## src/rtl/obdq_pkg.sv

```systemverilog
package obdq_pkg;

  localparam int unsigned TableDepthDefault = 256;
  localparam int unsigned MaxRankDefault = 31;

  localparam int unsigned SymbolWidth = 64;
  localparam int unsigned QtyWidth = 31;
  localparam int unsigned PriceWidth = 31;
  localparam int unsigned RankWidth = 5;
  localparam int unsigned KindWidth = 3;
  localparam int unsigned EntryWidth = SymbolWidth + 1 + QtyWidth + PriceWidth;

  typedef enum logic [KindWidth-1:0] {
    KIND_ACCEPT = 3'd0,
    KIND_REJECT = 3'd1,
    KIND_BUY    = 3'd2,
    KIND_SELL   = 3'd3,
    KIND_END    = 3'd4
  } kind_t;

  localparam logic CMD_INSERT = 1'b0;
  localparam logic CMD_QUERY  = 1'b1;

  localparam logic SIDE_BUY  = 1'b0;
  localparam logic SIDE_SELL = 1'b1;

  // controller to datapath
  typedef struct packed {
    logic store;       // write insert into table
    logic load_query;  // latch query key
    logic scan_start;  // point read address at entry 0
    logic scan_step;   // advance read pointer
    logic pass_clear;  // start a new selection pass
    logic set_side;    // latch side for next pass
    logic side_val;
    logic commit;      // record winner of finished pass
    logic rank_reset;  // rank counter to 0
  } obdq_cmd_t;

  // datapath to controller
  typedef struct packed {
    logic full;
    logic empty;
    logic scan_last;   // address of last stored entry was issued
    logic found;       // pass found a candidate
    logic rank_done;   // rank reached K
  } obdq_sts_t;

endpackage

```

## src/rtl/obdq_ctrl.sv

```systemverilog
module obdq_ctrl (
  input  logic                          clk,
  input  logic                          rst,
  input  logic                          in_valid,
  output logic                          in_ready,
  input  logic                          cmd_in,
  output logic                          out_valid,
  input  logic                          out_ready,
  output logic [obdq_pkg::KindWidth-1:0] kind,
  output logic                          last,
  output logic                          rd_valid,
  output obdq_pkg::obdq_cmd_t           cmd,
  input  obdq_pkg::obdq_sts_t           sts
);
  import obdq_pkg::*;

  typedef enum logic [2:0] {
    S_IDLE,
    S_SIDE,
    S_SCAN,
    S_DRAIN,
    S_EVAL,
    S_EMIT,
    S_END
  } state_t;

  state_t state;
  logic   side_q;
  logic   drain;

  logic in_acc;
  logic out_free;
  assign in_acc = in_valid && in_ready;
  assign out_free = !out_valid || out_ready;
  assign in_ready = (state == S_IDLE) && out_free;

  always_comb begin
    cmd = '0;
    cmd.side_val = side_q;
    unique case (state)
      S_IDLE: begin
        if (in_acc && cmd_in == CMD_INSERT && !sts.full) begin
          cmd.store = 1'b1;
        end
        if (in_acc && cmd_in == CMD_QUERY) begin
          cmd.load_query = 1'b1;
          cmd.set_side = 1'b1;
          cmd.side_val = SIDE_BUY;
          cmd.rank_reset = 1'b1;
        end
      end
      S_SIDE: begin
        cmd.scan_start = 1'b1;
        cmd.pass_clear = 1'b1;
        if ((sts.empty || sts.rank_done) && side_q == SIDE_BUY) begin
          cmd.set_side = 1'b1;
          cmd.side_val = SIDE_SELL;
          cmd.rank_reset = 1'b1;
        end
      end
      S_SCAN: cmd.scan_step = 1'b1;
      S_EVAL: begin
        if (sts.found && out_free) begin
          cmd.commit = 1'b1;
        end
        if (!sts.found) begin
          cmd.set_side = 1'b1;
          cmd.side_val = SIDE_SELL;
          cmd.rank_reset = 1'b1;
        end
      end
      default: ;
    endcase
  end

  always_ff @(posedge clk) begin
    if (rst) begin
      state <= S_IDLE;
      out_valid <= 1'b0;
      rd_valid <= 1'b0;
      side_q <= SIDE_BUY;
      drain <= 1'b0;
      kind <= KIND_END;
      last <= 1'b0;
    end else begin
      if (out_valid && out_ready) begin
        out_valid <= 1'b0;
      end
      rd_valid <= (state == S_SCAN);
      unique case (state)
        S_IDLE: begin
          if (in_acc) begin
            if (cmd_in == CMD_INSERT) begin
              out_valid <= 1'b1;
              kind <= sts.full ? KIND_REJECT : KIND_ACCEPT;
              last <= 1'b1;
            end else begin
              side_q <= SIDE_BUY;
              state <= S_SIDE;
            end
          end
        end
        S_SIDE: begin
          if (sts.empty || sts.rank_done) begin
            if (side_q == SIDE_BUY) begin
              side_q <= SIDE_SELL;
              state <= S_SIDE;
            end else begin
              state <= S_END;
            end
          end else begin
            state <= S_SCAN;
          end
        end
        S_SCAN: begin
          if (sts.scan_last) begin
            state <= S_DRAIN;
            drain <= 1'b0;
          end
        end
        S_DRAIN: begin
          drain <= 1'b1;
          if (drain) begin
            state <= S_EVAL;
          end
        end
        S_EVAL: begin
          if (!sts.found) begin
            if (side_q == SIDE_BUY) begin
              side_q <= SIDE_SELL;
              state <= S_SIDE;
            end else begin
              state <= S_END;
            end
          end else if (out_free) begin
            out_valid <= 1'b1;
            kind <= (side_q == SIDE_BUY) ? KIND_BUY : KIND_SELL;
            last <= 1'b0;
            state <= S_EMIT;
          end
        end
        S_EMIT: begin
          state <= S_SIDE;
        end
        S_END: begin
          if (out_free) begin
            out_valid <= 1'b1;
            kind <= KIND_END;
            last <= 1'b1;
            state <= S_IDLE;
          end
        end
        default: state <= S_IDLE;
      endcase
    end
  end

endmodule

```

## config.mk

```make
export PLATFORM = sky130hd
export DESIGN_NAME = obdq_ctrl
export DESIGN_NICKNAME = d
export VERILOG_FILES = /design/src/rtl/obdq_pkg.sv /design/src/rtl/obdq_ctrl.sv
export SDC_FILE = /design/constraint.sdc
export NUM_CORES = 1
export LEC_CHECK = 0
export BUFFER_PORTS_ARGS = -buffer_cell sky130_fd_sc_hd__buf_4
export CELL_PAD_IN_SITES_DETAIL_PLACEMENT = 0
export CELL_PAD_IN_SITES_GLOBAL_PLACEMENT = 1
export CORE_ASPECT_RATIO = 0.75
export CORE_MARGIN = 3
export CORE_UTILIZATION = 34
export DETAILED_ROUTE_END_ITERATION = 6
export MAX_ROUTING_LAYER = met4
export PLACE_DENSITY_LB_ADDON = 0.1
export SKIP_CTS_REPAIR_TIMING = 1
export SYNTH_ARGS = -nofsm -noshare
export SYNTH_HDL_FRONTEND = slang
export SYNTH_SLANG_ARGS = --single-unit
```

## constraint.sdc

```tcl
create_clock -name clk -period 2.28 [get_ports clk]
set_input_delay 0.456 -clock clk [delete_from_list [all_inputs] [get_ports clk]]
set_output_delay 0.456 -clock clk [all_outputs]
set_load 0.05 [all_outputs]
```

Word level (Yosys, flattened, before mapping)
Index checks and enable logic that the tools add are counted.

operators by class
  reduce and logical (&&, ||, !) cells = 20
  mux-type cells = 51
  bitwise logic cells = 2
  equal/unequal tests = 17

operator list
  kind                  count
  $mux W3               14
  $mux W1               25
  $pmux W3 S7           1
  $ne A2 B2 Y1 const B  10
  $pmux W1 S3           4
  $reduce_and A6 Y1     2
  $eq A3 B3 Y1 const B  3
  $pmux W3 S3           1
  $logic_and A1 B1 Y1   8
  $mux W2               4
  $eq A3 B2 Y1 const B  2
  $pmux W2 S3           1
  $reduce_bool A3 Y1    2
  $reduce_and A5 Y1     1
  $eq A3 B1 Y1 const B  1
  $logic_not A3 Y1      1
  $ne A3 B3 Y1 const B  1
  $logic_not A1 Y1      2
  $logic_or A1 B1 Y1    2
  $not A1 Y1            2
  $pmux W1 S2           1
  $reduce_and A2 Y1     1
  $reduce_bool A2 Y1    1

word-level totals
  register bits after elaboration = 11
  word-level logic and storage cells = 97

Logic depth before layout (Yosys ltp)
  depth in word-level cells = 8
  gate-level depth with buffers = 7

Worst setup path after synthesis
Ideal clock, no wire load.

  path kind = register to output
  from = register out_valid
  to = output cmd[8] (netlist bit)
  setup slack = -2.075 ns
  stages on the path, launching flop included = 4
  data arrival time = 3.899 ns
  cell sequence = dfxtp_1 > nor2b_1 > nor4_1 > nor4bb_1

RTL lines
  item                    RTL line         text
  from (decl)             obdq_ctrl.sv:7   output logic out_valid,
  from (signal assigned)  obdq_ctrl.sv:79  out_valid <= 1'b0;
  from (signal assigned)  obdq_ctrl.sv:87  out_valid <= 1'b0;
  from (signal assigned)  obdq_ctrl.sv:94  out_valid <= 1'b1;
  to (decl)               obdq_ctrl.sv:12  output obdq_pkg::obdq_cmd_t cmd,

==> out/metrics.cfg <==
[yosys]
synth_edf_count=0
ys_ff_latch=11
syn-num-nets=109
synth_top_cell_by_area=dfxtp_1
yosys_most_used_dff=dfxtp_1
syn_inst=99
yosysTopAreaCellShare_pct=29.2
yosysMostFrequentCell=nor2_1
yosysSeqAreaShare_pct=29.2
synthTopCellsByCount=nor2_1, dfxtp_1, a21oi_1, nand2_1, o21ai_0
avgSynthCellArea_um2=7.62
yosys-top-cells-area=dfxtp_1, nor2_1, a21oi_1
yosysUniqueCellTypes=34
yosys_warnings=0
netlist_area_um2=754
synthArstFlopShare_pct=0

[detailed_routing]
drt_iter0_drc=15
drt_pass1_iterations=3
vias=751
drc_errors=0
wl_um=1900
ant_nets=0
wl_per_cell_um=13.0
vias_per_cell=5.14

[timing]
fmax_ghz=0.465
max-slew-margin-rel_pct=65.0
setup_viol=0
min_period_ps=2150
fin_skew_ps=4.18
finalHoldViolCount=0
rsz0062_at_grt=no
period_share_pct=94.3
slew_viol_final=0
fin_ws_ps=131
tightest_slew_ps=524

[clocking]
htreeDepth=1
worstSkewPairLatency_ps=280
clkTransAtPathRegs_ps=80
root_buffer=clkbuf_4
numCtsBuffers=3
cts_tree=yes
cts_max_path_buffers=2
clock_sinks=11

[grt]
grt_overflow_total=0
grt_pass1_vias=594
grt_pass1_wl_um=2850
grt_usage_pct=14.4
antenna_found_initial=0
grt_max_degree=17

[power_and_ir_drop]
p_comb_share_pct=69.6
swShare_pct=55.2
pwr-share-seq_pct=21.9
internal_power_mw=0.744
p_leak_nw=0.445
p_sw_mw=0.916
peakVddDrop_mv=1.08
pwr-share-clk_pct=8.5
powerDensity_nw_per_um2=1620
power_mw=1.66

[finish]
multi_input_area_um2=529
seq_area_um2=225
n_fill_cell=220
syn2layout_area_growth_pct=36.0
diodes=0
nets=133
drive_gt1_share_pct=39.3

[die]
ios=26
placement_rows=14
start_util_pct=36.8
die_area_um2=2830
coreArea_um2=2050
die_x_um=60.4
fp.dieH_um=46.8

[min_path]
worstHoldEndpoint=side_q
hold_path_class=input port to flip-flop
hold_depth=2
worstHoldStart=rst

[worst_setup_path]
crit_required_ps=1820
critPathArrivalTime_ps=1690
worstPathMaxFanout=13
critPathLaunchType=flip-flop
r2r-start=state[1]
criticalPathCategory=flip-flop to output port
r2r_cells=6
regToRegEndpoint=kind[2]
ff2ff_setup_slack_ps=420
cp-end-kind=output port

[status]
outcome=completed

[place]
routabilityCongestion=0.774
place_hpwl_um=1440
dp_slack_ps=312
portBuffers=25

[flow_run]
cap_violations=0

metal layers:
metal	track usage [%]	part of all wire, %	up-vias
met5	-	0	-
met4	3.98	0.68	0
met3	4.95	6.4	2
met2	19.6	40	17
met1	19.9	53	336
li1	-	-	396
metrics by stage:
stage / setup TNS (ps) / area, um^2 / utilization, % / std cells / hold WS (ps)
5_1_grt: 0 / 1030 / 50.1 / 146 / 441
3_5_place_dp: 0 / 997 / 48.7 / 142 / 449
3_3_place_gp: 0 / 997 / 48.7 / 142 / 443
2_1_floorplan: -649 / 813 / - / 99 / 445
4_1_cts: 0 / 1020 / 50.0 / 146 / 438
6_report: 0 / 1030 / 50.1 / 146 / 442
cell families after synthesis:
kind of cell	Yosys count	synth area share [%]
buf+inv	11	7.96
compound gates	31	27.2
simple gates	45	34.2
mux	1	1.49
flops	11	29.2
worst max-delay path: stages (launching register included):
cell       delay, ps
dfxtp_1          470
nor4_4           360
nand3_1          220
o2bb2ai_2        180
buf_4            190
power groups by stage:
stage	clock (mW)	sequential, mW	combinational (mW)
finish	0.140	0.364	1.15
floorplan	0	0.405	0.876
global route	0.158	0.375	1.23
global placement	0	0.366	1.16
detailed placement	0	0.367	1.16
CTS	0.148	0.362	1.16
flip-flops by register name, indices dropped and copies added (netlist names):
register	count
drain	1
last	1
rd_valid	1
kind	3
side_q	1
state	3
out_valid	1
worst max-delay path by stage:
stage                  end      start
CTS                 cmd[2]   state[2]
finish              cmd[2]   state[1]
detailed placement  cmd[2]  out_ready
global route        cmd[2]   state[1]
global placement    cmd[2]  out_ready
floorplan           cmd[8]  out_valid
layout make-up:
| class | instances | share of cell area, % |
|---|---|---|
| clock inverters | 1 | 0.488 |
| multi-input cells | 77 | 51.6 |
| repair buffers | 27 | 19.8 |
| well taps | 24 | 2.93 |
| flip-flops and latches | 11 | 22.0 |
| inverters | 3 | 1.10 |
| clock buffers | 3 | 2.20 |
cells in the final DEF, fill, tap and decap left out, drive strengths merged, types with 4 or more instances in the layout:
cell / synthesis / final
nand2b: 4 / 4
a21oi: 10 / 10
a211oi: 4 / 4
o21ai: 7 / 7
a211o: 4 / 4
nand2: 7 / 7
dfxtp: 11 / 11
nor2b: 4 / 4
buf: 7 / 27
nor2: 15 / 15
(Power assumes the default switching activity.)
